===== src/design/gaussian_population_encoder_top_macros.svh =====
// Assertion macros shared by the encoder's queue and sequencer modules
`ifndef GAUSSIAN_POPULATION_ENCODER_TOP_MACROS_SVH
`define GAUSSIAN_POPULATION_ENCODER_TOP_MACROS_SVH

// Condition must never hold outside reset
`define GPE_NEVER(label, clk, rst, cond, msg) \
   label: assert property (@(posedge clk) disable iff (rst) !(cond)) \
      else $error(msg);

// Antecedent implies consequent in the same cycle
`define GPE_IMPLIES(label, clk, rst, ante, cons, msg) \
   label: assert property (@(posedge clk) disable iff (rst) (ante) |-> (cons)) \
      else $error(msg);

// Antecedent implies consequent in the next cycle
`define GPE_NEXT(label, clk, rst, ante, cons, msg) \
   label: assert property (@(posedge clk) disable iff (rst) (ante) |=> (cons)) \
      else $error(msg);

`endif


===== src/design/gpe_pkg.sv =====
// Shared types, constants and the exponent table of the population encoder
`timescale 1ns / 1ps

package gpe_pkg;

   // Configuration port
   localparam int CSR_AW = 3;
   localparam int CSR_DW = 36;

   localparam logic [CSR_AW-1:0] REG_PROB_BOUNDS  = 3'd0;
   localparam logic [CSR_AW-1:0] REG_DIR_BOUNDS   = 3'd1;
   localparam logic [CSR_AW-1:0] REG_DIST_BOUNDS  = 3'd2;
   localparam logic [CSR_AW-1:0] REG_CLASS_BOUNDS = 3'd3;
   localparam logic [CSR_AW-1:0] REG_NEURON_COUNT = 3'd4;
   localparam logic [CSR_AW-1:0] REG_PEAK_CURRENT = 3'd5;
   localparam logic [CSR_AW-1:0] REG_BASE_CURRENT = 3'd6;
   localparam logic [CSR_AW-1:0] REG_SPREAD       = 3'd7;

   // Register reset values
   localparam logic [35:0] RST_PROB_BOUNDS  = 36'd17179924890;
   localparam logic [35:0] RST_DIR_BOUNDS   = 36'd17179869184;
   localparam logic [35:0] RST_DIST_BOUNDS  = 36'd8589946388;
   localparam logic [15:0] RST_CLASS_BOUNDS = 16'd1542;
   localparam logic [4:0]  RST_NEURON_COUNT = 5'd2;
   localparam logic [14:0] RST_PEAK_CURRENT = 15'd10240;
   localparam logic [15:0] RST_BASE_CURRENT = 16'd0;
   localparam logic [15:0] RST_SPREAD       = 16'd1024;

   // Stream widths
   localparam int IN_TDATA_W  = 64;
   localparam int OUT_TDATA_W = 24;
   localparam int VAL_W       = 18;
   localparam int CLASS_LSB   = 54;

   // Datapath widths
   localparam int D_W      = 34;  // spread * |span|
   localparam int NUM_W    = 24;  // signed distance numerator
   localparam int N_W      = 53;  // dividend mag * 2^28 + d/2
   localparam int Q_W      = 19;  // quotient bits below 8.0 in Q.16
   localparam int U_W      = 21;  // x*x/2 in Q.16
   localparam int R_W      = 31;  // Q1.30 product
   localparam int G_W      = 17;  // Gaussian in Q.16, up to 1.0
   localparam int TAB_W    = 30;

   typedef struct packed {
      logic signed [18:0] vmc;   // min - value
      logic signed [18:0] span;  // max - min
      logic [D_W-1:0]     d;
   } lane_type;

   typedef struct packed {
      logic       valid;
      logic       last;
      logic [5:0] idx;
      logic       frc;  // gaussian is forced, no division
      logic       one;  // forced value is 1.0 (else 0)
   } ctl_type;

   typedef struct packed {
      ctl_type    ctl;
      lane_type   lane;
      logic [3:0] j;
      logic [3:0] nm1;
   } issue_type;

   // Q0.30 factors exp(-2^(b-16)), one per bit of u
   function automatic logic [TAB_W-1:0] exp_coef(input logic [4:0] b);
      logic [TAB_W-1:0] c;
      unique case (b)
         5'd0:  c = 30'd1073725440;
         5'd1:  c = 30'd1073709056;
         5'd2:  c = 30'd1073676290;
         5'd3:  c = 30'd1073610760;
         5'd4:  c = 30'd1073479712;
         5'd5:  c = 30'd1073217664;
         5'd6:  c = 30'd1072693760;
         5'd7:  c = 30'd1071646719;
         5'd8:  c = 30'd1069555701;
         5'd9:  c = 30'd1065385899;
         5'd10: c = 30'd1057095000;
         5'd11: c = 30'd1040706261;
         5'd12: c = 30'd1008687096;
         5'd13: c = 30'd947573834;
         5'd14: c = 30'd836230973;
         5'd15: c = 30'd651257337;
         5'd16: c = 30'd395007542;
         5'd17: c = 30'd145315154;
         5'd18: c = 30'd19666268;
         5'd19: c = 30'd360200;
         5'd20: c = 30'd121;
         default: c = '0;
      endcase
      return c;
   endfunction

endpackage


===== src/design/gpe_front.sv =====
// Front end: accepts events, clamps scalars and classifies fields for the queue
`timescale 1ns / 1ps

module gpe_front #(
   parameter int FIELD_COUNT = 4
) (
   input  logic                              clock,
   input  logic                              reset,
   input  logic                              req_tvalid,
   output logic                              req_tready,
   input  logic [gpe_pkg::IN_TDATA_W-1:0]    req_tdata,
   input  logic [2:0][35:0]                  bounds_i,
   input  logic [15:0]                       class_bounds_i,
   input  logic [15:0]                       spread_i,
   output logic                              push_o,
   input  logic                              full_i,
   output logic [FIELD_COUNT-1:0]            mask_o,
   output logic [8:0]                        lit_o,
   output gpe_pkg::lane_type [FIELD_COUNT-2:0] lanes_o
);

   localparam int SC = FIELD_COUNT - 1;

   logic                    s1_v_ff, s1_v_in;
   logic [61:0]             s1_data_ff;
   logic                    s2_v_ff, s2_v_in;
   logic signed [18:0]      s2_vmc_ff [SC];
   logic signed [18:0]      s2_span_ff [SC];
   logic [17:0]             s2_aspan_ff [SC];
   logic [FIELD_COUNT-1:0]  s2_mask_ff;
   logic [8:0]              s2_lit_ff;

   logic signed [17:0]      v_w [SC];
   logic signed [17:0]      lo_w [SC];
   logic signed [17:0]      hi_w [SC];
   logic signed [17:0]      vc_w [SC];
   logic signed [18:0]      vmc_w [SC];
   logic signed [18:0]      span_w [SC];
   logic signed [18:0]      nspan_w [SC];
   logic [17:0]             aspan_w [SC];
   logic [FIELD_COUNT-1:0]  mask_w;
   logic [7:0]              cls_w;
   logic [8:0]              lit_w;
   logic                    s2_free;
   logic                    s1_move;

   // Handshake between the two stages and the queue
   assign push_o     = s2_v_ff && (s2_mask_ff != '0) && !full_i;
   assign s2_free    = !s2_v_ff || (s2_mask_ff == '0) || !full_i;
   assign s1_move    = s1_v_ff && s2_free;
   assign req_tready = !s1_v_ff || s2_free;

   // Clamp each scalar, form its offsets and mark the fields to encode
   always_comb begin
      for (int f = 0; f < SC; f++) begin
         v_w[f]  = signed'(s1_data_ff[f*gpe_pkg::VAL_W +: gpe_pkg::VAL_W]);
         lo_w[f] = signed'(bounds_i[f][17:0]);
         hi_w[f] = signed'(bounds_i[f][35:18]);
         if (v_w[f] > hi_w[f]) begin
            vc_w[f] = hi_w[f];
         end else if (v_w[f] < lo_w[f]) begin
            vc_w[f] = lo_w[f];
         end else begin
            vc_w[f] = v_w[f];
         end
         vmc_w[f]   = 19'(lo_w[f]) - 19'(vc_w[f]);
         span_w[f]  = 19'(hi_w[f]) - 19'(lo_w[f]);
         nspan_w[f] = -span_w[f];
         aspan_w[f] = span_w[f][18] ? nspan_w[f][17:0] : span_w[f][17:0];
         mask_w[f]  = (v_w[f] != '0);
      end
      mask_w[FIELD_COUNT-1] = (cls_w != 8'd0);
   end

   // Position of the class within its bounds, plus one; zero when out of range
   always_comb begin
      cls_w = s1_data_ff[gpe_pkg::CLASS_LSB +: 8];
      if ((cls_w < class_bounds_i[7:0]) || (cls_w > class_bounds_i[15:8])) begin
         lit_w = 9'd0;
      end else begin
         lit_w = {1'b0, cls_w} - {1'b0, class_bounds_i[7:0]} + 9'd1;
      end
   end

   // Queue payload: width d is formed on the way in
   always_comb begin
      for (int f = 0; f < SC; f++) begin
         lanes_o[f].vmc  = s2_vmc_ff[f];
         lanes_o[f].span = s2_span_ff[f];
         lanes_o[f].d    = gpe_pkg::D_W'(spread_i) * gpe_pkg::D_W'(s2_aspan_ff[f]);
      end
   end
   assign mask_o = s2_mask_ff;
   assign lit_o  = s2_lit_ff;

   // Stage valid flags
   always_comb begin
      s1_v_in = s1_v_ff;
      s2_v_in = s2_v_ff;
      if (req_tvalid && req_tready) begin
         s1_v_in = 1'b1;
      end else if (s1_move) begin
         s1_v_in = 1'b0;
      end
      if (s1_move) begin
         s2_v_in = 1'b1;
      end else if (s2_free) begin
         s2_v_in = 1'b0;
      end
   end

   always_ff @(posedge clock) begin
      if (reset) begin
         s1_v_ff <= 1'b0;
         s2_v_ff <= 1'b0;
      end else begin
         s1_v_ff <= s1_v_in;
         s2_v_ff <= s2_v_in;
      end
   end

   // Capture the raw item
   always_ff @(posedge clock) begin
      if (req_tvalid && req_tready) begin
         s1_data_ff <= req_tdata[61:0];
      end
   end

   // Capture the classified item
   always_ff @(posedge clock) begin
      if (s1_move) begin
         for (int f = 0; f < SC; f++) begin
            s2_vmc_ff[f]   <= vmc_w[f];
            s2_span_ff[f]  <= span_w[f];
            s2_aspan_ff[f] <= aspan_w[f];
         end
         s2_mask_ff <= mask_w;
         s2_lit_ff  <= lit_w;
      end
   end

endmodule


===== config.mk =====
export PLATFORM = sky130hd
export DESIGN_NAME = gpe_front
export DESIGN_NICKNAME = d
export VERILOG_FILES = /design/src/design/gaussian_population_encoder_top_macros.svh /design/src/design/gpe_pkg.sv /design/src/design/gpe_front.sv
export SDC_FILE = /design/constraint.sdc
export NUM_CORES = 2
export LEC_CHECK = 0
export ABC_CLOCK_PERIOD_IN_PS = 20500
export BUFFER_PORTS_ARGS = -buffer_cell sky130_fd_sc_hd__buf_2
export CORE_MARGIN = 1.5
export CORE_UTILIZATION = 30
export CTS_CLUSTER_SIZE = 16
export DETAILED_ROUTE_END_ITERATION = 8
export GPL_TIMING_DRIVEN = 0
export MAX_ROUTING_LAYER = met4
export REMOVE_ABC_BUFFERS = 1
export SYNTH_ARGS = -nofsm -noshare
export SYNTH_HDL_FRONTEND = slang
export SYNTH_SLANG_ARGS = --single-unit
export TNS_END_PERCENT = 5

===== constraint.sdc =====
create_clock -name clock -period 20.5 [get_ports clock]
set_input_delay 2.05 -clock clock [delete_from_list [all_inputs] [get_ports clock]]
set_output_delay 2.05 -clock clock [all_outputs]
set_load 0.01 [all_outputs]

Yosys cells after proc, flatten, opt, wreduce, memory -nomap -nowiden. Memories as Yosys holds them, arrays and structs flattened. Cells that the tools add are included.

Logic and storage cells: 64. RAM bits: 168. Memories: 3. Output and inout port bits: 231. Bits of input ports: 208. Register bits after elaboration: 77.

$mul: 3. Magnitude comparators: 8. Multiplexer cells: 15. Reductions and logical operators: 19. Add/subtract/negate cells: 11.

Memories: s2_span_ff (words 3, width 19, read ports 3, clocked after Yosys merged registers in 0, wr ports 3, RTL line gpe_front.sv:28) `logic signed [18:0] s2_span_ff [SC];`; s2_vmc_ff (words 3, width 19, read ports 3, clocked after Yosys merged registers in 0, wr ports 3, RTL line gpe_front.sv:27) `logic signed [18:0] s2_vmc_ff [SC];`; s2_aspan_ff (words 3, width 18, read ports 3, clocked after Yosys merged registers in 0, wr ports 3, RTL line gpe_front.sv:29) `logic [17:0] s2_aspan_ff [SC];`.

Operators by type and width (number): 18-bit two-way mux (9); 18-bit by 18-bit subtractor with 19-bit output (6); 16-bit by 18-bit multiplier with 34-bit output (3); 18-bit > comparator (3); 18-bit less-than comparator (3); 18-bit negator (3); 18-bit nonzero test (3); 9-bit by 1-bit adder with 9-bit output, second input constant (1); 8-bit by 8-bit subtractor with 9-bit output (1); 8-bit > comparator (1); 8-bit less-than comparator (1); 8-bit nonzero test (1); 1-bit two-way mux (6); 1-bit logical AND (4); 4-bit zero test (1); 1-bit logical OR (4); 2-bit nonzero test (2); 4-bit nonzero test (1); 1-bit zero test (3).

Depth between registers and ports, before layout.
Depth in word-level cells: 6. Gate-level depth with buffers: 25. Depth with buffers taken out: 23.

Least setup slack after synthesis. Ideal clock, no wire load.

Kind: input port to flip-flop. From: in full_i. To: reg s2_lit_ff[0] (netlist: lit_o[0]) (enable). Arrival: 14837 ps. Library setup time: 989 ps. Buffers on the path: 0. Slack: 4674 ps. Data required time: 19511 ps. Stages on the path: 1. Cells stage by stage: a21boi_0.

Cells in the longest elaborated chain, start to end: 3.

RTL lines: start, declared (RTL line gpe_front.sv:16) `input logic full_i,`; 1-bit zero test (RTL line gpe_front.sv:49) `assign s2_free = !s2_v_ff || (s2_mask_ff == '0) || !full_i;`; 1-bit logical OR (RTL line gpe_front.sv:49); 1-bit logical AND (RTL line gpe_front.sv:50) `assign s1_move = s1_v_ff && s2_free;`; end signal, assigned (RTL line gpe_front.sv:138) `s2_lit_ff <= lit_w;`; end, declared (RTL line gpe_front.sv:31) `logic [8:0] s2_lit_ff;`.

Every way passes these cells. A chain may end at the register's enable or synchronous reset.

==> impl_metrics.py <==
metrics = {
    "status": {
        "status": "finished, final reports clean",
    },
    "hold_path": {
        "min-delay-path-class": "register to register",
    },
    "placed_design": {
        "gp_routability_congestion": 0.9118,
        "place.detailed.hpwl_mm": 110.4,
        "place.port_buffers": 436,
        "place_ws_ns": 9.011,
    },
    "detailed_routing": {
        "num_vias": 36190,
        "drt_drc_violations_left": 0,
        "post_drt_wl_per_cell_um": 18.41,
        "detail_route.first_pass.iterations": 6,
        "route.antenna.remaining_nets": 0,
        "detailedRoute.firstIterationViolations": 2036,
        "via_density_per_instance": 4.893,
        "routed_wirelength_mm": 136.1,
    },
    "clocking": {
        "postCtsSetupBuffers": 0,
        "cts_resized": 0,
        "tritoncts": "yes",
        "cts-root-to-sink-buffers": 3,
        "clk_pin_slew_ns": 0.06,
        "cts_num_sinks": 242,
        "clock_tree.htree_level_count": 1,
        "cts_inserted_buffers": 31,
        "worstSkewPairLatency_ns": 0.64,
        "cts-hold-fix-buffers": 0,
        "clock_tree.root_cell": "clkbuf_16",
    },
    "floorplan": {
        "core-area_sq_um": 153700,
        "die_width_um": 396.0,
        "initial_core_util": 0.3015,
        "io-pin-count": 439,
        "die_y_um": 396.0,
        "floorplan.rows": 144,
        "die_footprint_sq_um": 156800,
    },
    "grt": {
        "grt_antenna_before_repair": 33,
        "globalRoute.totalOverflow": 0,
        "grt_pass1_vias": 37910,
        "global_route_usage_over_all_layers": 0.1789,
        "grt_max_degree": 56,
        "global_route.peak_usage_layer": "met2",
        "grt_use_met3": 0.03276,
        "grtUsageMet1": 0.2360,
        "first_pass_grt_wire_length_mm": 215.2,
        "grt_util_met2": 0.2905,
    },
    "synthesis": {
        "syn-cell-area_sq_um": 46340,
        "ys.warnings.count": 0,
        "yosys.area_share.adder": 0.4430,
        "syn_avg_cell_area_sq_um": 9.229,
        "synth-compound-area-share": 0.1034,
        "combinational_family_with_the_most_area_after_synthesis": "adder cells",
        "muxShareOfSynthArea": 0.008910,
        "async_flop_share": 0,
        "synth_simple_gate_area_share": 0.1567,
        "mapped_cells": 5021,
        "synth_ff_type": "edfxtp_1",
        "synth_seq_cells": 242,
        "synth-xor-area-share": 0.04101,
        "synth-edff-count": 240,
        "ys_types": 80,
        "sequential_fraction_of_the_synthesis_area": 0.1564,
    },
    "sta": {
        "rsz_0062_raised_after_global_routing": "no",
        "worst_setup_slack_final_ns": 8.930,
        "setup_viol_count_final": 0,
        "holdWs_ns": 0.5815,
        "timing_worst_slew_pin_value_ns": 1.418,
        "finalCritPeriodShare": 0.5644,
        "final_hold_viol_count": 0,
        "finalMaxSlewViolations": 0,
        "final.min_clock_period_ns": 11.57,
        "timing.max_slew.rel_slack": 0.05442,
        "worst_clock_skew_ns": 0.04855,
        "maximum_clock_rate_mhz": 86.43,
    },
    "worst_setup_path": {
        "crit_type": "input port to output port",
        "endpoint_kind": "output port",
        "worst-r2r-setup-slack_ns": 14.35,
        "required_ns": 18.45,
        "crit_arrival_ns": 9.52,
        "worst-path-max-fanout": 54,
        "worst_setup_path_start_kind": "input port",
    },
    "cells_and_area": {
        "fillers": 15920,
        "nNetsFinal": 6745,
        "syn_to_final_growth_pct": 11.56,
        "fraction_of_layout_cells_with_a_size_suffix_above_1": 0.1035,
    },
    "flow_run": {
        "drv_cap": 0,
    },
}
worst max-delay path: stages:
cell      delay [ns]
buf_2           0.91
nand2_1         0.19
fa_1            0.58
fa_1            0.55
inv_1           0.05
fa_1            0.50
inv_1           0.06
fa_1            0.55
fa_1            0.43
fa_1            0.50
inv_1           0.04
ha_1            0.33
and2_1          0.18
a22oi_1         0.22
nor4b_1         0.43
nand2_1         0.16
a31oi_1         0.54
o21ai_0         0.32
a311oi_1        0.43
xnor2_1         0.25
buf_2           0.21
per-stage QoR:
stage / setup TNS, ns / cells / util / cell area (sq um)
after floorplan: 0 / 4822 / - / 45570
after global placement: -528.64 / 7302 / 0.3274 / 50310
after detailed placement: 0 / 7313 / 0.3290 / 50560
after CTS: 0 / 7370 / 0.3359 / 51630
after global routing: 0 / 7394 / 0.3363 / 51690
final: 0 / 7396 / 0.3364 / 51700
routing by layer:
layer  share of wire  wire length, um
met1            0.45            61290
met2            0.46            63010
met3           0.071             9728
met4           0.015             2108
met5               0                0
synth_stat cells, types with 38 or more instances:
cell type    n  area share
inv_1      913       0.074
fa_1       676        0.29
nand2_1    599       0.049
ha_1       559        0.15
and2_1     405       0.055
edfxtp_1   240        0.16
clkbuf_1   193       0.016
a21oi_1    180       0.019
nor2_1     174       0.014
xnor2_1    143       0.027
o21ai_0     94       0.010
a21o_1      92       0.015
xor2_1      74       0.014
nor3_1      72      0.0078
o21a_1      39      0.0063
nand3_1     38      0.0041
cell families (layout without fill, tap and decap cells):
kind of cell | after synthesis | count (layout)
xor gates and xnor gates | 217 | 217
and+or+nand+nor | 1480 | 1480
DFF | 242 | 242
muxes | 39 | 39
other | 0 | 26
AOI/OAI and AO/OA | 695 | 695
adders and majority gates | 1235 | 1235
buffers and inverters | 1113 | 1418
worst paths after layout:
kind	startpoint	endpoint	cells past startpoint
setup / recovery	spread_i[1]	lanes_o[176]	21
hold / removal	s1_v_ff	s2_v_ff	2
setup reg to reg	s1_data_ff[39]	s2_vmc_ff[0][56]	20
hold reg to reg	s1_v_ff	s2_v_ff	2
layout make-up:
cell class	instances	area, sq um	share of cell area
Antenna cell	26	65.06	0.001259
Clock buffer	33	783.3	0.01515
Clock inverter	24	280.3	0.005422
Inverter	914	3431	0.06636
Multi-Input combinational cell	3666	34940	0.6758
Sequential cell	242	7247	0.1402
Tap cell	2044	2557	0.04947
Timing Repair Buffer	447	2394	0.04630
flip-flops by register name (all words and copies together) (netlist names):
name         cells
s1_v_ff          1
mask_o           4
s2_v_ff          1
s1_data_ff      62
s2_span_ff      57
lit_o            9
s2_vmc_ff       57
s2_aspan_ff     51
cell usage in the layout (no fill, tap or decap), types with 18 or more instances in the layout:
cell	Yosys	routed
o211ai_1	19	19
fa_1	676	676
nor2_1	174	174
nor3_1	72	71
ha_1	559	559
nor4_1	19	19
a22oi_1	19	19
xor2_1	74	74
mux2_2	18	18
buf_2	2	437
o21bai_1	21	21
a211o_1	28	28
nand2b_1	22	22
a311oi_1	22	22
clkbuf_16	0	31
and3_1	18	18
mux2i_1	21	21
nand4_1	32	32
nand3_1	38	38
o21ai_0	94	94
nand2_1	599	599
a21o_1	92	92
nor2b_1	37	36
a21oi_1	180	180
o21a_1	39	39
xnor2_1	143	143
diode_2	0	26
o211a_1	22	22
inv_1	913	913
a211oi_1	32	31
and2_1	405	405
edfxtp_1	240	240
Power is not shown: default switching activity piles up to over one toggle a cycle in this logic, so the estimate is an artifact.
