==> src/design/gaussian_population_encoder_top_macros.svh <==
// Assertion macros shared by the encoder's queue and sequencer modules
`ifndef GAUSSIAN_POPULATION_ENCODER_TOP_MACROS_SVH
`define GAUSSIAN_POPULATION_ENCODER_TOP_MACROS_SVH

// Condition must never hold outside reset
`define GPE_NEVER(label, clk, rst, cond, msg) \
   label: assert property (@(posedge clk) disable iff (rst) !(cond)) \
      else $error(msg);

// Antecedent implies consequent in the same cycle
`define GPE_IMPLIES(label, clk, rst, ante, cons, msg) \
   label: assert property (@(posedge clk) disable iff (rst) (ante) |-> (cons)) \
      else $error(msg);

// Antecedent implies consequent in the next cycle
`define GPE_NEXT(label, clk, rst, ante, cons, msg) \
   label: assert property (@(posedge clk) disable iff (rst) (ante) |=> (cons)) \
      else $error(msg);

`endif

==> src/design/gpe_fifo.sv <==
// Two-entry event queue between the front and the back of the encoder
`timescale 1ns / 1ps
`include "gaussian_population_encoder_top_macros.svh"

module gpe_fifo #(
   parameter int WIDTH = 8
) (
   input  logic             clock,
   input  logic             reset,
   input  logic             push_i,
   input  logic [WIDTH-1:0] din_i,
   output logic             full_o,
   input  logic             pop_i,
   output logic             valid_o,
   output logic [WIDTH-1:0] dout_o
);

   logic [WIDTH-1:0] mem_ff [2];
   logic             wr_ptr_ff, wr_ptr_in;
   logic             rd_ptr_ff, rd_ptr_in;
   logic [1:0]       count_ff, count_in;

   assign full_o  = (count_ff == 2'd2);
   assign valid_o = (count_ff != 2'd0);
   assign dout_o  = mem_ff[rd_ptr_ff];

   // Advance pointers and count
   always_comb begin
      wr_ptr_in = wr_ptr_ff ^ push_i;
      rd_ptr_in = rd_ptr_ff ^ pop_i;
      count_in  = count_ff + 2'(push_i) - 2'(pop_i);
   end

   always_ff @(posedge clock) begin
      if (reset) begin
         wr_ptr_ff <= 1'b0;
         rd_ptr_ff <= 1'b0;
         count_ff  <= 2'd0;
      end else begin
         wr_ptr_ff <= wr_ptr_in;
         rd_ptr_ff <= rd_ptr_in;
         count_ff  <= count_in;
      end
   end

   // Store the pushed item
   always_ff @(posedge clock) begin
      if (push_i) begin
         mem_ff[wr_ptr_ff] <= din_i;
      end
   end

   `GPE_NEVER(a_fifo_overflow, clock, reset, push_i && (count_ff == 2'd2), "push into full queue")
   `GPE_NEVER(a_fifo_underflow, clock, reset, pop_i && (count_ff == 2'd0), "pop from empty queue")
   `GPE_NEXT(a_fifo_fill, clock, reset, push_i && !pop_i, count_ff != 2'd0, "push lost")

endmodule

==> config.mk <==
export PLATFORM = sky130hd
export DESIGN_NAME = gpe_fifo
export DESIGN_NICKNAME = d
export VERILOG_FILES = /design/src/design/gpe_fifo.sv
export VERILOG_INCLUDE_DIRS = /design/src /design/src/design
export SDC_FILE = /design/constraint.sdc
export NUM_CORES = 1
export LEC_CHECK = 0
export ABC_AREA = 0
export BUFFER_PORTS_ARGS = -buffer_cell sky130_fd_sc_hd__buf_2
export CAP_MARGIN = 5
export CORE_MARGIN = 1
export CORE_UTILIZATION = 48
export DETAILED_ROUTE_END_ITERATION = 6
export PLACE_DENSITY = 0.8
export SYNTH_ARGS = -nofsm -noshare
export SYNTH_HDL_FRONTEND = slang
export SYNTH_SLANG_ARGS = --single-unit
==> constraint.sdc <==
create_clock -name clock -period 1.34 [get_ports clock]
set_input_delay 0.067 -clock clock [delete_from_list [all_inputs] [get_ports clock]]
set_output_delay 0.067 -clock clock [all_outputs]
set_load 0.03 [all_outputs]
After elaboration in Yosys (flattened, before gate mapping). Memories as Yosys holds them, arrays and structs flattened. A register that Yosys moved wholly into a read port is not among the register bits. Index checks and enable logic that the tools add are counted.

Register bits: 4. Bits in latches: 0. RAM bits: 16. Memory bits (read-only): 0. Input bits: 12. Output and inout port bits: 10. Logic and storage cells: 13. Memories kept: 1.

$add $sub $neg: 2. Multiply operators: 0. Div/mod/pow operators: 0. Order comparisons: 0. Equal/unequal tests: 1. Shift-type cells: 0. Muxes and demuxes: 3. Bitwise logic cells: 2. Reductions and logical operators: 1.

Memory list: mem_ff (depth 2, bits a word 8, rd ports 1, clocked after Yosys merged registers in 1, write ports 1, RTL line gpe_fifo.sv:18) `logic [WIDTH-1:0] mem_ff [2];`.

Operators with widths (number): 1-bit 2-to-1 mux (3); 2-bit by 1-bit adder with 2-bit output (1); 2-bit == test (second input constant) (1); 2-bit nonzero test (1); 2-bit by 1-bit subtractor with 2-bit output (1); 1-bit bitwise XOR (2).

Logic depth before layout (Yosys ltp). Gate-level depths: netlist (run 1).

Depth after elaboration: 2. Depth in mapped cells: 6. Gate-level depth less buffers: 6.

Worst setup path before layout (run 1). OpenSTA, ideal clock, no wires.

Path kind: flip-flop to flip-flop. Start: register count_ff[0]. End: register count_ff[1]. Setup time: 110 ps. Data arrival time: 1022 ps. Data required time: 1230 ps. Path slack: 207 ps. Cell stages (with the launch flop): 7. Buffers on the path: 0. Clock period less this slack: 1133 ps. Cells stage by stage: dfxtp_1 inv_1 ha_1 inv_1 ha_1 xnor3_1 nor2_1.

Cells in the longest elaborated chain, start to end: 2.

Ends and longest elaborated chain: start: declaration (RTL line gpe_fifo.sv:21) `logic [1:0] count_ff, count_in;`; start signal: assignment (RTL line gpe_fifo.sv:42) `count_ff <= count_in;`; 2-bit by 1-bit adder with 2-bit output (RTL line gpe_fifo.sv:31) `count_in = count_ff + 2'(push_i) - 2'(pop_i);`; 2-bit by 1-bit subtractor with 2-bit output (RTL line gpe_fifo.sv:31).

Every way passes these cells. A chain may end at the register's enable or synchronous reset.

==> reports/metrics.cfg, run 1 <==
[pwr]
power-per-cell-area_nw_per_um2=1250
clkPwrFrac_pct=20.2
ir_drop_mv=0.845
leakage_nw=0.474
p_total_mw=1.39
combPwrFrac_pct=26.4
p_switching_uw=372
power_frac_seq_pct=53.4
p_int_mw=1.02
swShare_pct=26.7

[route]
firstDrtPassIters=3
drt_iter0_drc=10
antenna_left=0
wl_mm=1.19
viasPerCell=5.01
vias=481
drt-wirelength-per-cell_um=12.4
post-route-drc-count=0

[placed_design]
hpwl_um=764
gp_congestion=0.694
dp_cells=82
io_buffers=21
place_area_sq_um=913

[synth]
synth_seq_cells=20
syn_inst=44
synth_fp_nets=60
yosys_warnings=0
ys_seq_area_share_pct=71.8
avgSynthCellArea_sq_um=17.7
synthDistinctLibCells=11
syn-cell-area_sq_um=781

[sta]
maxSlewViolCount=0
tns_ns=0
skew_ns=0.00470
fin_crit_sh_pct=98.3
worst_slew_pin_slew_ns=0.388
rsz0062_at_grt=yes
finalSetupViolations=0
layout_min_cycle_time_ns=1.32
relSlewSlack_pct=74.1
hold_violations=0
timing.fmax_ghz=0.759

[layout]
seq_area_sq_um=562
final_cells=96
fin_nets=97
n_antenna_cell=0
synthToLayoutAreaGrowth_pct=42.8
drive_gt1_share_pct=41.3
fin_area_sq_um=1110
multi_input_area_sq_um=220
fillers=102

[clock_tree]
clkSinkCount=20
cts_made_buffers=3
cts.path.max_buffers=2
clk-insertion-delay-late_ns=0.29
cts_htree_levels=1
clockRootBuffer=clkbuf_4
path_clk_slew_ns=0.10
cts_tree=built

[grt]
antenna_found_initial=0
grt.overflow.total=0
grt_pass1_wl_mm=2.00
grt_pass1_vias=504
met2_usage_pct=27.4
grt_usage_pct=15.5
top_usage_layer=met2
met1_usage_pct=17.1
grt_start_max_net_pins=12
grtUsageMet3_pct=3.88

[floorplanning]
dieArea_sq_um=1790
core_sq_um=1510
die_h_um=42.3
row_count=14
dieWidth_um=42.3
start_util_pct=51.8
ios=22

[critical_path]
critPathCaptureType=primary output
startpoint_type=flop
worstPathRequired_ns=1.27
crit_fanout=5
crit_type=flop to primary output
cp_data_arrival_time_ns=1.25

[run]
cap_violations=0

[worst_hold_path]
hp-class=input pin to flop

[outcome]
status=finished, final reports clean

==> critical path: stages (launching register included) <==
cell and delay [ns]:
dfxtp_2 0.35, buf_6 0.12, mux2_1 0.34, buf_6 0.14
==> cell usage after synthesis <==
cell type | instances | area share, %
buf_4 | 1 | 0.96
dfxtp_1 | 4 | 10
edfxtp_1 | 16 | 62
ha_1 | 4 | 6.4
inv_1 | 3 | 1.4
mux2_1 | 8 | 12
nor2_1 | 3 | 1.4
nor2b_1 | 2 | 1.6
or2_1 | 1 | 0.80
xnor2_1 | 1 | 1.1
xnor3_1 | 1 | 2.9
==> path summary, 6_finish.rpt <==
path / start / end / slack (ns) / depth (start not counted)
max: rd_ptr_ff$_SDFF_PP0_ / dout_o[5] / 0.02 / 3
min: pop_i / rd_ptr_ff$_SDFF_PP0_ / 0.03 / 3
max reg2reg: count_ff[0]$_SDFF_PP0_ / count_ff[1]$_SDFF_PP0_ / 0.17 / 6
min reg2reg: wr_ptr_ff$_SDFF_PP0_ / wr_ptr_ff$_SDFF_PP0_ / 0.56 / 3
==> state kept, by name, summed over array words and instances, names as in the netlist <==
signal and flops:
count_ff 2, mem_ff 16, rd_ptr_ff 1, wr_ptr_ff 1
==> metrics by stage <==
| stage | hold slack (ns) | util, % | setup WS (ns) |
|---|---|---|---|
| after global routing | 0.0409 | 74.0 | -0.0411 |
| after detailed placement | 0.260 | 60.6 | 0.179 |
| after CTS | 0.0175 | 70.2 | -0.00258 |
| final | 0.0288 | 74.0 | 0.0226 |
| after floorplan | 0.134 | - | 0.207 |
| after global placement | 0.254 | 60.6 | 0.191 |
==> placed cells by master, fill, tap and decap left out, types with 2 or more instances in the layout <==
master         synthesis  routed
dlygate4sd3_1          0       9
mux2_4                 0       5
inv_1                  3       3
ha_1                   4       4
dfxtp_1                4       3
edfxtp_1              16      16
clkbuf_4               0       3
nor2b_1                2       2
mux2_1                 8       3
buf_2                  0      13
nor2_1                 3       3
buf_6                  0      10
==> layer usage <==
metal	share of wire, %	routed length [um]	vias to the layer above
met2	54	641	14
met5	0	0	-
li1	-	-	230
met4	0.59	7	0
met1	42	495	235
met3	3.9	46	2
==> area by class of cell <==
| class | instances | area share [%] |
|---|---|---|
| clock buffers | 3 | 2.02 |
| multi-input cells | 20 | 19.8 |
| flip-flops and latches | 20 | 50.4 |
| well taps | 16 | 1.80 |
| clock inverters | 1 | 0.337 |
| inverters | 3 | 1.01 |
| repair buffers | 33 | 24.7 |
==> power groups by stage <==
stage                     clock, mW  combinational [mW]  sequential [mW]
final                         0.282               0.368            0.744
after CTS                     0.293               0.327            0.743
after detailed placement          0               0.287            0.756
after global routing          0.324               0.397            0.751
after floorplan                   0               0.209            0.750
after global placement            0               0.283            0.753
==> repair_timing <==
action / in CTS / in global routing
resized for setup: 10 / 17
buffers inserted: 0 / 1
gates cloned: 0 / 0
hold endpoints to repair: 20 / 0
setup endpoints to repair: 8 / 8
hold buffers: 9 / 0
pin swaps: 0 / 0
==> logic make-up after synthesis <==
| group | share of synthesized area [%] |
|---|---|
| mux | 11.5 |
| flops | 71.8 |
| buf+inv | 2.40 |
| xor+xnor | 4.01 |
| fa+ha+maj | 6.41 |
| simple gates | 3.85 |
Note: power is estimated with default switching activity, not from simulation.
==> run 2: changes to the inputs <==
- BUFFER_PORTS_ARGS: -buffer_cell sky130_fd_sc_hd__buf_2 -> -buffer_cell sky130_fd_sc_hd__buf_4
- CORE_MARGIN: 1 -> 5
- CORE_UTILIZATION: 48 -> 40
- PLACE_DENSITY: 0.8 -> 0.7
==> reports/metrics.cfg, run 2 (same netlist as run 1, synthesis figures left out) <==
[grt]
grt_pass1_vias=467
grt_usage_pct=9.16
grt_pass1_wl_mm=1.74
grt.overflow.total=0
grt_start_max_net_pins=12
antenna_found_initial=0

[floorplanning]
dieWidth_um=54.2
start_util_pct=41.1
core_sq_um=1900
ios=22
row_count=16
die_h_um=54.2
dieArea_sq_um=2940

[placed_design]
dp_cells=92
gp_congestion=0.551
io_buffers=21
hpwl_um=857
dp_slack_ns=0.154

[pwr]
power_frac_seq_pct=52.2
ir_drop_mv=0.820
combPwrFrac_pct=27.9
leakage_nw=0.490
swShare_pct=26.1
clkPwrFrac_pct=19.9
p_switching_uw=372
power-per-cell-area_nw_per_um2=1220
p_int_mw=1.05

[clock_tree]
cts_made_buffers=3
clockRootBuffer=clkbuf_4
cts_htree_levels=1
cts.path.max_buffers=2
path_clk_slew_ns=0.10
clkSinkCount=20
cts_tree=built
clk-insertion-delay-late_ns=0.29

[sta]
worst_slew_pin_slew_ns=0.390
skew_ns=0.00247
fin_crit_sh_pct=98.5
timing.fmax_ghz=0.757
maxSlewViolCount=0
tns_ns=0
relSlewSlack_pct=74.0
layout_min_cycle_time_ns=1.32
hold_violations=0
holdWs_ns=0.0218
finalSetupViolations=0
fin_ws_ns=0.0198
rsz0062_at_grt=yes

[layout]
synthToLayoutAreaGrowth_pct=49.2
n_antenna_cell=0
final_common_cell=edfxtp_1
fillers=169
fin_nets=96
top_regs=mem_ff (16), count_ff (2)
final_cells=106
largest_reg_flops=16
most-common-layout-cells=16 x edfxtp_1, 14 x buf_4, 9 x dlygate4sd3_1, 8 x mux2_4, 8 x buf_6
seq_area_sq_um=562
drive_gt1_share_pct=44.3
largest_register=mem_ff
multi_input_area_sq_um=231

[critical_path]
worstPathRequired_ns=1.27
cp_data_arrival_time_ns=1.25
crit_type=flop to primary output
crit_fanout=8
r2r_slack_ns=0.15
startpoint_type=flop
critPathCaptureType=primary output

[route]
antenna_left=0
drt_iter0_drc=5
viasPerCell=4.42
firstDrtPassIters=2
vias=469
wl_mm=1.29
post-route-drc-count=0
drt-wirelength-per-cell_um=12.2

[run]
cap_violations=0

[worst_hold_path]
hp-class=input pin to flop

[outcome]
status=finished, final reports clean

==> run 2: cell count changes in the layout (fill, tap and decap cells not counted), sizes merged <==
cell	delta
clkinv	-1
buf	-1
clkbuf	+1
==> run 2: metal layers <==
layer  part of all wire, %  global-route usage [%]  vias up
met3                   4.9                    1.66        2
met4                   1.1                    7.47        0
met5                     0                       0        -
met1                    36                    6.81      228
li1                      -                       -      225
met2                    58                    18.9       14
==> run 2: critical path: stages (launching register included) <==
cell	delay, ns
dfxtp_2	0.36
buf_8	0.15
mux2_4	0.31
buf_6	0.14
==> run 2: layout make-up <==
type / instances / share of cell area, %
Inverter: 3 / 0.967
Tap cell: 27 / 2.90
Multi-Input combinational cell: 20 / 19.9
Clock buffer: 4 / 2.26
Timing Repair Buffer: 32 / 25.8
Sequential cell: 20 / 48.2
==> run 2: final timing paths <==
kind / from / endpoint / cells past startpoint
max reg2reg: count_ff[0]$_SDFF_PP0_ / count_ff[1]$_SDFF_PP0_ / 6
max: rd_ptr_ff$_SDFF_PP0_ / dout_o[2] / 3
min: pop_i / rd_ptr_ff$_SDFF_PP0_ / 3
min reg2reg: wr_ptr_ff$_SDFF_PP0_ / wr_ptr_ff$_SDFF_PP0_ / 3
==> run 2: what timing repair did <==
action / in CTS / in global routing
hold buffers: 9 / 0
gates resized for setup: 11 / 8
setup endpoints to repair: 8 / 8
setup buffers: 1 / 0
endpoints found under the hold margin: 20 / 0
==> run 2: per-stage QoR <==
stage	instance area [sq um]	total power, mW	util [%]
final	1160	1.43	61.3
after global routing	1160	1.49	61.3
after CTS	1130	1.42	59.7
after detailed placement	972	1.08	51.1
after global placement	972	1.07	51.1
after floorplan	781	0.960	-
==> run 2: power by group through the flow <==
stage | Sequential, mW | Clock, mW | Combinational (mW)
2_1_floorplan | 0.750 | 0 | 0.209
3_3_place_gp | 0.753 | 0 | 0.316
3_5_place_dp | 0.756 | 0 | 0.324
4_1_cts | 0.742 | 0.297 | 0.378
5_1_grt | 0.748 | 0.320 | 0.422
6_report | 0.744 | 0.284 | 0.398
==> run 3: changes to the inputs <==
- clock period: 1.34 -> 1.65 ns (I/O delays scaled with it)
==> reports/metrics.cfg, run 3 (same netlist as run 1, synthesis figures left out) <==
[outcome]
status=finished, final reports clean

[pwr]
combPwrFrac_pct=23.1
p_switching_uw=288
swShare_pct=25.2
clkPwrFrac_pct=23.5
leakage_nw=0.445
power-per-cell-area_nw_per_um2=1050
p_int_uw=853
ir_drop_mv=0.548
power_frac_seq_pct=53.4

[floorplanning]
dieWidth_um=54.2
core_sq_um=1900
dieArea_sq_um=2940
start_util_pct=41.1
ios=22
die_h_um=54.2
row_count=16

[sta]
skew_ns=0.000526
fin_ws_ns=0.142
relSlewSlack_pct=71.8
finalSetupViolations=0
layout_min_cycle_time_ns=1.51
worst_slew_pin_slew_ns=0.423
hold_violations=0
tns_ns=0
timing.fmax_ghz=0.663
rsz0062_at_grt=no
maxSlewViolCount=0
fin_crit_sh_pct=91.4

[run]
cap_violations=0

[layout]
drive_gt1_share_pct=32.5
fin_nets=94
largest_register=mem_ff
top_regs=mem_ff (16), count_ff (2)
final_common_cell=buf_4
most-common-layout-cells=21 x buf_4, 16 x edfxtp_1, 9 x dlygate4sd3_1, 8 x mux2_1
finalCoreUtilization_pct=57.4
largest_reg_flops=16
synthToLayoutAreaGrowth_pct=39.7
n_antenna_cell=0

[route]
post-route-drc-count=0
met1_length_um=480
drt-wirelength-per-cell_um=10.9
highest_layer=met3
wl_mm=1.13
met3_length_um=58
antenna_left=0
drt_iter0_drc=5
met2_length_um=594
viasPerCell=4.34
firstDrtPassIters=6
vias=451

[worst_hold_path]
hp-class=input pin to flop
min_from=pop_i

[grt]
grt_pass1_vias=450
grt_start_max_net_pins=12
antenna_found_initial=0
grt_pass1_wl_mm=1.77
grt_usage_pct=8.59
grt.overflow.total=0

[critical_path]
startpoint_type=flop
crit_fanout=9
crit_start=rd_ptr_ff$_SDFF_PP0_
critPathCaptureType=primary output
worstPathRequired_ns=1.57
r2r-start=count_ff[0]$_SDFF_PP0_
crit_type=flop to primary output
cp_data_arrival_time_ns=1.43

[clock_tree]
post-cts-setup-buffer-count=0
cts_tree=built
cts.path.max_buffers=2
clockRootBuffer=clkbuf_4
path_clk_slew_ns=0.10
clk-insertion-delay-late_ns=0.29
hold_buffers=9
cts_made_buffers=3
clkSinkCount=20
cts_resized=0
cts_htree_levels=1

[placed_design]
hpwl_um=798
dp_slack_ns=0.449
gp_congestion=0.569
io_buffers=21

-- run 3: critical path, stage by stage (launching register included) --
cell	delay, ns
dfxtp_1	0.59
mux2_1	0.37
buf_4	0.17
-- run 3: cell type report --
type | count | area (sq um)
Clock buffer | 4 | 36.3
Fill cell | 156 | 811
Inverter | 3 | 11.3
Multi-Input combinational cell | 20 | 201
Sequential cell | 20 | 561
Tap cell | 27 | 33.8
Timing Repair Buffer | 30 | 248
-- run 3: path summary, 6_finish.rpt --
kind / endpoint / slack (ns) / cells after the start
min reg2reg: wr_ptr_ff$_SDFF_PP0_ / 0.55 / 3
max: dout_o[3] / 0.14 / 2
max reg2reg: count_ff[1]$_SDFF_PP0_ / 0.46 / 6
min: rd_ptr_ff$_SDFF_PP0_ / 0.05 / 3
-- run 3: power by group through the flow --
stage	Combinational, mW	Sequential [mW]	Clock (mW)
final	0.263	0.610	0.268
after floorplan	0.170	0.609	0
after CTS	0.268	0.610	0.281
after global routing	0.282	0.614	0.301
after detailed placement	0.250	0.622	0
after global placement	0.247	0.619	0
-- run 3: through the flow --
stage	instances	instance area (sq um)	hold WS (ns)	power [mW]
3_3_place_gp	91	965	0.271	0.866
4_1_cts	104	1090	0.0475	1.16
6_report	104	1090	0.0533	1.14
3_5_place_dp	91	965	0.270	0.872
2_1_floorplan	44	781	0.149	0.779
5_1_grt	104	1090	0.0326	1.20
-- run 3: metal layers --
| metal | GRT usage (%) | up-vias |
|---|---|---|
| li1 | - | 222 |
| met1 | 8.07 | 217 |
| met2 | 16.5 | 12 |
| met3 | 2.77 | 0 |
| met4 | 3.73 | 0 |
| met5 | 0 | - |
