==> src/design/gaussian_population_encoder_top_macros.svh <==
// Assertion macros shared by the encoder's queue and sequencer modules
`ifndef GAUSSIAN_POPULATION_ENCODER_TOP_MACROS_SVH
`define GAUSSIAN_POPULATION_ENCODER_TOP_MACROS_SVH

// Condition must never hold outside reset
`define GPE_NEVER(label, clk, rst, cond, msg) \
   label: assert property (@(posedge clk) disable iff (rst) !(cond)) \
      else $error(msg);

// Antecedent implies consequent in the same cycle
`define GPE_IMPLIES(label, clk, rst, ante, cons, msg) \
   label: assert property (@(posedge clk) disable iff (rst) (ante) |-> (cons)) \
      else $error(msg);

// Antecedent implies consequent in the next cycle
`define GPE_NEXT(label, clk, rst, ante, cons, msg) \
   label: assert property (@(posedge clk) disable iff (rst) (ante) |=> (cons)) \
      else $error(msg);

`endif

==> src/design/gpe_pkg.sv <==
// Shared types, constants and the exponent table of the population encoder
`timescale 1ns / 1ps

package gpe_pkg;

   // Configuration port
   localparam int CSR_AW = 3;
   localparam int CSR_DW = 36;

   localparam logic [CSR_AW-1:0] REG_PROB_BOUNDS  = 3'd0;
   localparam logic [CSR_AW-1:0] REG_DIR_BOUNDS   = 3'd1;
   localparam logic [CSR_AW-1:0] REG_DIST_BOUNDS  = 3'd2;
   localparam logic [CSR_AW-1:0] REG_CLASS_BOUNDS = 3'd3;
   localparam logic [CSR_AW-1:0] REG_NEURON_COUNT = 3'd4;
   localparam logic [CSR_AW-1:0] REG_PEAK_CURRENT = 3'd5;
   localparam logic [CSR_AW-1:0] REG_BASE_CURRENT = 3'd6;
   localparam logic [CSR_AW-1:0] REG_SPREAD       = 3'd7;

   // Register reset values
   localparam logic [35:0] RST_PROB_BOUNDS  = 36'd17179924890;
   localparam logic [35:0] RST_DIR_BOUNDS   = 36'd17179869184;
   localparam logic [35:0] RST_DIST_BOUNDS  = 36'd8589946388;
   localparam logic [15:0] RST_CLASS_BOUNDS = 16'd1542;
   localparam logic [4:0]  RST_NEURON_COUNT = 5'd2;
   localparam logic [14:0] RST_PEAK_CURRENT = 15'd10240;
   localparam logic [15:0] RST_BASE_CURRENT = 16'd0;
   localparam logic [15:0] RST_SPREAD       = 16'd1024;

   // Stream widths
   localparam int IN_TDATA_W  = 64;
   localparam int OUT_TDATA_W = 24;
   localparam int VAL_W       = 18;
   localparam int CLASS_LSB   = 54;

   // Datapath widths
   localparam int D_W      = 34;  // spread * |span|
   localparam int NUM_W    = 24;  // signed distance numerator
   localparam int N_W      = 53;  // dividend mag * 2^28 + d/2
   localparam int Q_W      = 19;  // quotient bits below 8.0 in Q.16
   localparam int U_W      = 21;  // x*x/2 in Q.16
   localparam int R_W      = 31;  // Q1.30 product
   localparam int G_W      = 17;  // Gaussian in Q.16, up to 1.0
   localparam int TAB_W    = 30;

   typedef struct packed {
      logic signed [18:0] vmc;   // min - value
      logic signed [18:0] span;  // max - min
      logic [D_W-1:0]     d;
   } lane_type;

   typedef struct packed {
      logic       valid;
      logic       last;
      logic [5:0] idx;
      logic       frc;  // gaussian is forced, no division
      logic       one;  // forced value is 1.0 (else 0)
   } ctl_type;

   typedef struct packed {
      ctl_type    ctl;
      lane_type   lane;
      logic [3:0] j;
      logic [3:0] nm1;
   } issue_type;

   // Q0.30 factors exp(-2^(b-16)), one per bit of u
   function automatic logic [TAB_W-1:0] exp_coef(input logic [4:0] b);
      logic [TAB_W-1:0] c;
      unique case (b)
         5'd0:  c = 30'd1073725440;
         5'd1:  c = 30'd1073709056;
         5'd2:  c = 30'd1073676290;
         5'd3:  c = 30'd1073610760;
         5'd4:  c = 30'd1073479712;
         5'd5:  c = 30'd1073217664;
         5'd6:  c = 30'd1072693760;
         5'd7:  c = 30'd1071646719;
         5'd8:  c = 30'd1069555701;
         5'd9:  c = 30'd1065385899;
         5'd10: c = 30'd1057095000;
         5'd11: c = 30'd1040706261;
         5'd12: c = 30'd1008687096;
         5'd13: c = 30'd947573834;
         5'd14: c = 30'd836230973;
         5'd15: c = 30'd651257337;
         5'd16: c = 30'd395007542;
         5'd17: c = 30'd145315154;
         5'd18: c = 30'd19666268;
         5'd19: c = 30'd360200;
         5'd20: c = 30'd121;
         default: c = '0;
      endcase
      return c;
   endfunction

endpackage

==> src/design/gpe_seq.sv <==
// Back-end sequencer: walks encoded fields and neurons of the queued event
`timescale 1ns / 1ps
`include "gaussian_population_encoder_top_macros.svh"

module gpe_seq #(
   parameter int FIELD_COUNT = 4,
   parameter int MAX_NEURONS = 16
) (
   input  logic                                clock,
   input  logic                                reset,
   input  logic                                head_valid_i,
   input  logic [FIELD_COUNT-1:0]              mask_i,
   input  logic [8:0]                          lit_i,
   input  gpe_pkg::lane_type [FIELD_COUNT-2:0] lanes_i,
   output logic                                pop_o,
   input  logic [4:0]                          ncnt_i,
   input  logic                                adv_i,
   output gpe_pkg::issue_type                  issue_o
);

   localparam int FW = $clog2(FIELD_COUNT);
   localparam int NW = $clog2(MAX_NEURONS + 1);
   localparam int JW = $clog2(MAX_NEURONS);

   logic                    have_ff, have_in;
   logic [FIELD_COUNT-1:0]  rem_ff, rem_in;
   logic [JW-1:0]           j_ff, j_in;
   gpe_pkg::issue_type      issue_ff, issue_in;

   logic [NW-1:0]           n_eff;
   logic [JW-1:0]           nm1;
   logic [FW-1:0]           cur;
   logic [FIELD_COUNT-1:0]  cur_bit;
   logic [FIELD_COUNT-1:0]  rem_left;
   logic                    end_of_field;
   logic                    fire;
   logic                    last_c;
   logic                    is_class;
   gpe_pkg::lane_type       lane_sel;
   logic [6:0]              idx_w;

   assign issue_o = issue_ff;

   // Clamp the population height
   always_comb begin
      if (ncnt_i < 5'd2) begin
         n_eff = NW'(2);
      end else if (ncnt_i > 5'(MAX_NEURONS)) begin
         n_eff = NW'(MAX_NEURONS);
      end else begin
         n_eff = NW'(ncnt_i);
      end
      nm1 = JW'(n_eff - NW'(1));
   end

   // Pick the lowest field still to encode
   always_comb begin
      cur = '0;
      for (int i = FIELD_COUNT - 1; i >= 0; i--) begin
         if (rem_ff[i]) begin
            cur = FW'(i);
         end
      end
      cur_bit  = FIELD_COUNT'(1) << cur;
      rem_left = rem_ff & ~cur_bit;
   end

   assign end_of_field = (j_ff == nm1);
   assign fire         = have_ff && adv_i;
   assign last_c       = end_of_field && (rem_left == '0);
   assign pop_o        = fire && last_c;
   assign is_class     = (cur == FW'(FIELD_COUNT - 1));

   // Build the next neuron item
   always_comb begin
      lane_sel = '0;
      for (int i = 0; i < FIELD_COUNT - 1; i++) begin
         if (cur == FW'(i)) begin
            lane_sel = lanes_i[i];
         end
      end
      idx_w = 7'(cur) * 7'(n_eff) + 7'(j_ff);
      issue_in.ctl.valid = fire;
      issue_in.ctl.last  = last_c;
      issue_in.ctl.idx   = idx_w[5:0];
      issue_in.ctl.frc   = is_class;
      issue_in.ctl.one   = is_class && (9'(j_ff) == lit_i);
      issue_in.lane      = is_class ? '0 : lane_sel;
      issue_in.j         = 4'(j_ff);
      issue_in.nm1       = 4'(nm1);
   end

   // Step through neurons, fields and events
   always_comb begin
      have_in = have_ff;
      rem_in  = rem_ff;
      j_in    = j_ff;
      if (fire) begin
         if (end_of_field) begin
            rem_in = rem_left;
            j_in   = '0;
            if (rem_left == '0) begin
               have_in = 1'b0;
            end
         end else begin
            j_in = j_ff + JW'(1);
         end
      end else if (!have_ff && head_valid_i) begin
         have_in = 1'b1;
         rem_in  = mask_i;
         j_in    = '0;
      end
   end

   always_ff @(posedge clock) begin
      if (reset) begin
         have_ff <= 1'b0;
         rem_ff  <= '0;
         j_ff    <= '0;
      end else begin
         have_ff <= have_in;
         rem_ff  <= rem_in;
         j_ff    <= j_in;
      end
   end

   always_ff @(posedge clock) begin
      if (reset) begin
         issue_ff.ctl.valid <= 1'b0;
      end else if (adv_i) begin
         issue_ff <= issue_in;
      end
   end

   `GPE_IMPLIES(a_seq_pop_last, clock, reset, pop_o, issue_in.ctl.last && issue_in.ctl.valid, "pop without last item")
   `GPE_NEVER(a_seq_empty_busy, clock, reset, have_ff && (rem_ff == '0), "busy with no field left")
   `GPE_NEVER(a_seq_pop_empty, clock, reset, pop_o && !head_valid_i, "pop with empty queue")

endmodule

==> config.mk <==
export PLATFORM = sky130hd
export DESIGN_NAME = gpe_seq
export DESIGN_NICKNAME = d
export VERILOG_FILES = /design/src/design/gpe_pkg.sv /design/src/design/gpe_seq.sv
export VERILOG_INCLUDE_DIRS = /design/src /design/src/design
export SDC_FILE = /design/constraint.sdc
export NUM_CORES = 1
export LEC_CHECK = 0
export BUFFER_PORTS_ARGS = -buffer_cell sky130_fd_sc_hd__buf_2
export CAP_MARGIN = 20
export CORE_ASPECT_RATIO = 0.75
export CORE_MARGIN = 2
export CORE_UTILIZATION = 30
export DETAILED_ROUTE_END_ITERATION = 10
export PLACE_DENSITY_LB_ADDON = 0.05
export SYNTH_ARGS = -nofsm -noshare
export SYNTH_HDL_FRONTEND = slang
export SYNTH_SLANG_ARGS = --single-unit
==> constraint.sdc <==
create_clock -name clock -period 11.2 [get_ports clock]
set_input_delay 0.56 -clock clock [delete_from_list [all_inputs] [get_ports clock]]
set_output_delay 0.56 -clock clock [all_outputs]
set_load 0.005 [all_outputs]
Yosys cells after proc, flatten, opt, wreduce, memory -nomap -nowiden
Cells that the tools add are included.

Word-level logic and storage cells: 61. Input port bits: 238. Register bits: 99.

Equal/unequal tests: 7. $add $sub $neg: 3. Muxes and demuxes: 19. Order comparisons: 2. Multiply operators: 1. Shift operators: 1. Bitwise gates (word level): 3. Reduce and logical (&&, ||, !) cells: 12.

Operator list (count): 72-bit two-way mux (3); 4-bit two-way mux (6); 5-bit two-way mux (2); 4-bit by 9-bit equality test with 1-bit output (1); 2-bit two-way mux (4); 6-bit by 4-bit adder with 6-bit output (1); 2-bit by 5-bit multiplier with 6-bit output (1); 5-bit > comparator, second input constant (1); 1-bit logical AND (5); 5-bit by 2-bit < comparator with 1-bit output, second input constant (1); 4-bit by 1-bit adder with 4-bit output, second input constant (1); 4-bit bitwise AND (1); 2-bit equality test, second input constant (2); 4-bit equality test (1); 4-bit zero test (1); 1-bit two-way mux (4); 4-bit inverter (1); 2-bit AND reduction (2); 1-bit by 2-bit left shift with 4-bit output, first input constant (1); 4-bit by 1-bit subtractor with 4-bit output, second input constant (1); 3-bit AND reduction (1); 2-bit by 1-bit equality test with 1-bit output, second input constant (1); 2-bit zero test (1); 2-bit by 1-bit != test with 1-bit output, second input constant (1); 4 further kinds (4).

Longest topological paths before layout
Gate-level depths: netlist (run 1).

Word-level depth: 11. Mapped depth: 12.

Worst setup path before layout (run 1)
No wires, ideal clock.

Kind: input to register. Start: in reset. End: reg issue_ff, in the netlist issue_o[0], enable pin. Data required time: 10.651 ns. Path buffers: 0. Slack: 6.128 ns. Library setup time: 0.549 ns. Stages: 1. Data arrival time: 4.523 ns. Cell sequence: nor2b_1.

Cells in the longest elaborated chain, start to end: 2.

RTL lines: from (decl) (RTL line gpe_seq.sv:10) `input logic reset,`; 1-bit inverter (no source line); 2-bit AND reduction (no source line); to (signal assigned) (RTL line gpe_seq.sv:131) `issue_ff <= issue_in;`; to (decl) (RTL line gpe_seq.sv:28) `gpe_pkg::issue_type issue_ff, issue_in;`.

Every way passes these cells. A chain may end at the register's enable or synchronous reset.

Final worst setup path (run 1)
Start: reg rem_ff[1]. End: reg issue_ff, in the netlist issue_o[87] (data pin).

Cells in the longest elaborated chain, start to end: 4.

RTL lines: from (decl) (RTL line gpe_seq.sv:26) `logic [FIELD_COUNT-1:0] rem_ff, rem_in;`; from (signal assigned) (RTL line gpe_seq.sv:122) `rem_ff <= rem_in;`; 2-bit two-way mux (2 in series) (RTL line gpe_seq.sv:60) `if (rem_ff[i]) begin`; 2-bit by 5-bit multiplier with 6-bit output (RTL line gpe_seq.sv:82) `idx_w = 7'(cur) * 7'(n_eff) + 7'(j_ff);`; 6-bit by 4-bit adder with 6-bit output (RTL line gpe_seq.sv:82); via idx_w[5] (RTL line gpe_seq.sv:40) `logic [6:0] idx_w;`.

The timed path passes the listed nets, and every way through them passes these cells.

==> flow_summary.yaml, run 1 <==
outcome:
  run_status: "finished, final reports clean"
clocking:
  clk-insertion-delay-late_ns: 0.34
  cts_setup_buffers: 0
  cts_buffer_depth: 2
  root_buffer: "clkbuf_16"
  hold_buffers: 0
  ctsResizeCount: 0
  cts_tree: "built"
  cts_htree_levels: 3
  cts_inserted_buffers: 9
  clkTransAtPathRegs_ns: 0.07
  cts_num_sinks: 99
yosys:
  synth_top_family_by_area: "multiplexers"
  synth_cell_types: 41
  synth_compound_area_frac: 0.107
  synthSimpleGateAreaFrac: 0.109
  ys_warn_count: 0
  syn_inst: 456
  avgSynthCellArea_um2: 11.3
  synthAdderAreaFrac: 0.0344
  synth_fp_nets: 705
  ys_ff_latch: 99
  synth-seq-area-share: 0.557
  synth_ff_type: "edfxtp_1"
  syn_area_mm2: 0.00516
  synth.area.mux_share: 0.140
  synth_edf_count: 89
  synth-async-reset-ratio: 0
  synth-xor-area-share: 0.0204
min_path:
  min_to: "rem_ff[0]$_SDFFE_PP0P_"
  hold_path_class: "input port to register"
  min_path_cells: 3
  hold_start: "mask_i[0]"
worst_setup_path:
  end_kind: "register"
  cp.required_ns: 11.29
  slowest_stage: "dfxtp_1"
  cp_max_fo: 37
  slowest_delay_ns: 0.52
  r2r_start: "rem_ff[1]$_SDFFE_PP0P_"
  cp_cell_sequence: "a21oi_1, nor2_4, buf_4, nand3_1, fa_1, inv_1, fa_1, a21o_1, a21oi_1, xnor2_1"
  cp-start-kind: "register"
  arrival_ns: 3.29
  r2r_cells: 10
  crit_family: "adder cells"
  r2r_end: "issue_o[87]$_DFFE_PP_"
  critPathBufInv: 2
  path_class: "register to register"
  r2r_setup_slack_ns: 8.00
sta:
  fmax_mhz: 312
  setup_viol_count_final: 0
  rsz0062_at_grt: "no"
  tns_ns: 0
  worstMarginPinSlew_ns: 0.698
  maxSlewViolCount: 0
  fin_skew_ns: 0.00909
  layout_min_cycle_time_ns: 3.20
  timing.final.crit_share: 0.286
  slew_headroom: 0.535
  hold_viol: 0
  hold_ws_ns: 0.464
die:
  chipHeight_um: 118
  num_rows: 41
  die-area_mm2: 0.0183
  floorplan.initialDensity: 0.307
  coreArea_mm2: 0.0168
  die_w_um: 155
  ios: 329
pwr:
  total_power_uw: 991
  leakage_nw: 3.22
  power.density_mw_per_mm2: 135
  peakVddDrop_uv: 63.9
global_routing:
  grt_first_pass_wirelength_um: 25300
  grtUsageTotal: 0.177
  grt_max_degree: 75
  antenna_found_initial: 0
  gr-total-overflow: 0
  first_global_vias: 4632
job:
  drv_cap: 0
placement:
  globalplace.congestion: 0.825
  io_buffers: 328
  dp_cells: 977
  dpl.hpwl_um: 12700
drt:
  drtAntennaViolNets: 0
  viasPerCell: 4.64
  first_iter_violations: 214
  wirelength_um: 16500
  vias: 4609
  drc: 0
  first_pass_iters: 4
  avgRoutedWirePerCell_um: 16.6
layout:
  final_cells: 994
  syn_to_final_growth_pct: 41.9
  drive_gt1_frac: 0.458
  fin_nets: 1023
  antennaDiodeCount: 0
  final_util: 0.435
  fillers: 1696
  final_common_cell: "buf_2"
  final_cell_mix: "328 x buf_2, 89 x edfxtp_1, 82 x nand2_1"
-- area by class of cell --
| cell class | count | area [um2] | area share |
|---|---|---|---|
| flip-flops and latches | 99 | 2870 | 0.393 |
| multi-input cells | 324 | 2140 | 0.293 |
| well taps | 215 | 269 | 0.0368 |
| inverters | 5 | 18.8 | 0.00256 |
| clock buffers | 10 | 229 | 0.0313 |
| repair buffers | 335 | 1710 | 0.233 |
| clock inverters | 6 | 80.1 | 0.0109 |
-- tightest hold or removal path, delay by kind of cell --
kind	cells	cell delay (ns)
compound gates	1	0.05
buf+inv	1	0.10
simple gates	1	0.05
-- per-layer routing --
layer,GRT usage,share of wire,vias to the layer above
li1,-,-,2307
met1,0.219,0.43,2155
met2,0.321,0.51,137
met3,0.0361,0.053,10
met4,0.0315,0.0080,0
met5,0,0,-
-- worst max-delay path by stage --
stage / from / endpoint / slack (ns) / cells after the start
after CTS: rem_ff[1]$_SDFFE_PP0P_ / issue_o[87]$_DFFE_PP_ / 7.99 / 10
after global routing: rem_ff[1]$_SDFFE_PP0P_ / issue_o[87]$_DFFE_PP_ / 7.77 / 10
after detailed placement: rem_ff[1]$_SDFFE_PP0P_ / issue_o[87]$_DFFE_PP_ / 7.99 / 10
after floorplan: reset / issue_o[0]$_DFFE_PP_ / 6.13 / 1
after global placement: rem_ff[2]$_SDFFE_PP0P_ / issue_o[87]$_DFFE_PP_ / 8.07 / 11
final: rem_ff[1]$_SDFFE_PP0P_ / issue_o[87]$_DFFE_PP_ / 8.00 / 10
-- state kept, by name, indices dropped and copies added, names as in the netlist --
name,flops
rem_ff,4
issue_o,90
have_ff,1
j_ff,4
-- power by group --
| part | total, mW | switching (mW) | internal (mW) |
|---|---|---|---|
| clock | 0.328 | 0.134 | 0.194 |
| sequential | 0.453 | 0.00982 | 0.444 |
| combinational | 0.209 | 0.112 | 0.0974 |
-- through the flow --
| stage | setup WS, ns | cell area [um2] |
|---|---|---|
| 3_3_place_gp | 8.07 | 6990 |
| 5_1_grt | 7.77 | 7320 |
| 6_report | 8.00 | 7320 |
| 4_1_cts | 7.99 | 7300 |
| 2_1_floorplan | 6.13 | 5160 |
| 3_5_place_dp | 7.99 | 6990 |
-- cell families after synthesis --
kind of cell | Yosys count
AND/OR/NAND/NOR | 128
AO/OA/AOI/OAI | 100
flip-flops | 99
multiplexers | 72
buffers and inverters | 33
XOR/XNOR | 12
adder cells (fa/ha/maj) | 12
-- synth_stat cells (4+ instances only) --
cell type   n  area share
a21oi_1     8      0.0078
buf_2       6      0.0058
buf_4       5      0.0073
clkbuf_1   15       0.011
dfxtp_1    10       0.039
edfxtp_1   89        0.52
fa_1        4       0.016
ha_1        7       0.017
inv_1       5      0.0036
mux2i_1    72        0.14
nand2_1    82       0.060
nor2_1     18       0.013
nor3_1      5      0.0049
o21ai_0    76       0.074
xnor2_1     7       0.012
xor2_1      5      0.0085
Note: power is estimated with default switching activity, not from simulation.
==> inputs of run 2 (changes only) <==
--- a/config.mk
+++ b/config.mk
@@ -6,6 +6,7 @@
 export SDC_FILE = /design/constraint.sdc
 export NUM_CORES = 1
 export LEC_CHECK = 0
+export ABC_AREA = 1
 export BUFFER_PORTS_ARGS = -buffer_cell sky130_fd_sc_hd__buf_2
 export CAP_MARGIN = 20
 export CORE_ASPECT_RATIO = 0.75
==> constraint.sdc (replaced) <==
create_clock -name clock -period 3.4 [get_ports clock]
set_input_delay 0.17 -clock clock [delete_from_list [all_inputs] [get_ports clock]]
set_output_delay 0.17 -clock clock [all_outputs]
set_load 0.005 [all_outputs]
==> run 2 against run 1 <==
Effect of this change:
- via count rose by 11%
- sequential share of layout area fell by 0.067 points
- register-to-register slack lost 7.5 ns
- count of clock-buffer cells in the layout is the same
- sequential cell count is the same
- worst setup slack worse by 7.5 ns
- clock skew grew 0.0013 ns
- core utilization is 0.21 points higher
==> flow_summary.yaml, run 2 <==
outcome:
  run_status: "finished, final reports clean"
drt:
  vias: 5139
  wirelength_um: 17200
  first_pass_iters: 4
  viasPerCell: 4.58
  first_iter_violations: 322
  avgRoutedWirePerCell_um: 15.3
  drtAntennaViolNets: 0
  drc: 0
die:
  die-area_mm2: 0.0182
  num_rows: 41
  coreArea_mm2: 0.0168
  ios: 329
  chipHeight_um: 117
  floorplan.initialDensity: 0.306
  die_w_um: 155
worst_setup_path:
  cp.required_ns: 3.50
  r2r_setup_slack_ns: 0.46
  r2r_start: "rem_ff[3]$_SDFFE_PP0P_"
  r2r_cells: 12
  path_class: "register to register"
  cp-start-kind: "register"
  end_kind: "register"
  startpoint: "rem_ff[3]$_SDFFE_PP0P_"
  arrival_ns: 3.04
  cp_max_fo: 7
  r2r_end: "issue_o[87]$_DFFE_PP_"
  endpoint: "issue_o[87]$_DFFE_PP_"
layout:
  stdcell_area_mm2: 0.00733
  fin_nets: 1152
  largest_register_ffs: 90
  antennaDiodeCount: 0
  final_cells: 1123
  fillers: 1716
  drive_gt1_frac: 0.422
  final_common_cell: "buf_2"
  multi_input_area_mm2: 0.00206
  seq_area_mm2: 0.00287
  syn_to_final_growth_pct: 42.8
  final_cell_mix: "328 x buf_2, 249 x nand2_1, 89 x nand3_1, 89 x edfxtp_1, 26 x inv_1"
  final_util: 0.437
sta:
  tns_ns: 0
  timing.final.crit_share: 0.864
  maxSlewViolCount: 0
  rsz0062_at_grt: "no"
  setup_viol_count_final: 0
  layout_setup_ws_ns: 0.461
  slew_headroom: 0.458
  worstMarginPinSlew_ns: 0.811
  fin_skew_ns: 0.0104
  layout_min_cycle_time_ns: 2.94
  hold_viol: 0
  fmax_mhz: 340
min_path:
  hold_path_class: "input port to register"
  min_path_cells: 3
global_routing:
  grt_max_degree: 53
  gr-usage-met2: 0.323
  grtUsageTotal: 0.184
  grt_first_pass_wirelength_um: 25900
  busiest_layer: "met2"
  antenna_found_initial: 1
  gr-total-overflow: 0
  grt.met3_usage: 0.0528
  use_met1: 0.225
  first_global_vias: 4825
yosys:
  avgSynthCellArea_um2: 8.85
  synth.area.top_cells: "edfxtp_1 52%, nand2_1 18%, nand3_1 8.7%"
  synth-async-reset-ratio: 0
  synth_fp_nets: 829
  ys_ff_latch: 99
  yosysMostFrequentCell: "nand2_1"
  ys_warn_count: 0
  synth-seq-area-share: 0.559
  yosys.area.top_type: "edfxtp_1"
  syn_area_mm2: 0.00513
  synth_common_cells: "249 x nand2_1, 89 x edfxtp_1, 89 x nand3_1"
  synth_ff_type: "edfxtp_1"
  synth_edf_count: 89
  yosysTopAreaCellShare: 0.520
  synth_cell_types: 28
  syn_inst: 580
clocking:
  cts_num_sinks: 99
  clk-insertion-delay-late_ns: 0.35
  root_buffer: "clkbuf_16"
  cts_inserted_buffers: 9
  ctsResizeCount: 0
  cts_htree_levels: 3
  cts_tree: "built"
  cts_buffer_depth: 2
  clkTransAtPathRegs_ns: 0.08
  cts_setup_buffers: 0
  hold_buffers: 0
placement:
  dp_cells: 1107
  io_buffers: 328
  pre_cts_ws_ns: 0.451
  placedInstanceArea_mm2: 0.00704
  globalplace.congestion: 0.889
  dpl.hpwl_um: 13400
pwr:
  leakage_nw: 3.57
  power.density_mw_per_mm2: 448
  switchingPower_uw: 935
  p_clk_frac: 0.315
  swShare: 0.285
  peakVddDrop_uv: 208
  seq_power_share: 0.455
  combPwrFrac: 0.229
  p_int_mw: 2.35
job:
  drv_cap: 0
==> run 2: cell types whose count changed after synthesis, sizes merged, moves of 11 or more <==
cell    previous run  this run
nand2             82       263
nand3              4        91
mux2i             72         0
o21ai             76         7
inv                5        32
nor2              18        32
clkbuf            15         4
==> run 2: how the worst min path moves through the flow <==
stage                            start                        end
after floorplan              mask_i[0]     rem_ff[0]$_SDFFE_PP0P_
after global placement     lanes_i[92]  issue_o[28]$_SDFFCE_PP0P_
after detailed placement  lanes_i[130]  issue_o[66]$_SDFFCE_PP0P_
after CTS                 lanes_i[130]  issue_o[66]$_SDFFCE_PP0P_
after global routing       lanes_i[84]  issue_o[20]$_SDFFCE_PP0P_
final                      lanes_i[94]  issue_o[30]$_SDFFCE_PP0P_
==> run 2: cell type report <==
class                   instances  area share
clock buffers                  10      0.0312
clock inverters                 6     0.00905
inverters                      32      0.0164
multi-input cells             427       0.281
flip-flops and latches         99       0.392
well taps                     215      0.0367
repair buffers                334       0.233
==> run 2: metal layers <==
metal	vias up	wire (um)
li1	2558	-
met1	2377	7130
met2	194	8660
met3	10	1240
met4	0	121
met5	-	0
==> run 2: critical path: stages (launching register included) <==
cell and delay, ns:
dfxtp_1 0.37, nor2_1 0.09, nor3_4 0.35, inv_2 0.12
nor2_1 0.15, fa_1 0.44, ha_1 0.24, fa_1 0.40
nand2_1 0.07, nand2_1 0.05, a21oi_1 0.14, xor2_1 0.18
xor2_1 0.08
==> run 2: power groups by stage <==
stage	clock network, mW	registers (mW)	logic, mW
4_1_cts	1.07	1.50	0.770
5_1_grt	1.11	1.50	0.850
2_1_floorplan	0	1.54	0.385
3_5_place_dp	0	1.52	0.768
6_report	1.04	1.49	0.753
3_3_place_gp	0	1.52	0.756
==> run 2: kinds of logic (layout without fill, tap and decap cells) <==
| family | Yosys count | count (layout) | synth area share |
|---|---|---|---|
| AO/OA/AOI/OAI | 19 | 19 | 0.0217 |
| XOR/XNOR | 8 | 8 | 0.0151 |
| adder cells (fa/ha/maj) | 11 | 11 | 0.0327 |
| buffers and inverters | 54 | 382 | 0.0439 |
| flip-flops | 99 | 99 | 0.559 |
| AND/OR/NAND/NOR | 389 | 389 | 0.327 |
==> run 2: through the flow <==
stage | hold WS (ns) | power (mW)
finish | 0.0895 | 3.28
global route | 0.0897 | 3.46
CTS | 0.0735 | 3.34
detailed placement | 0.452 | 2.29
global placement | 0.447 | 2.28
floorplan | 0.317 | 1.92
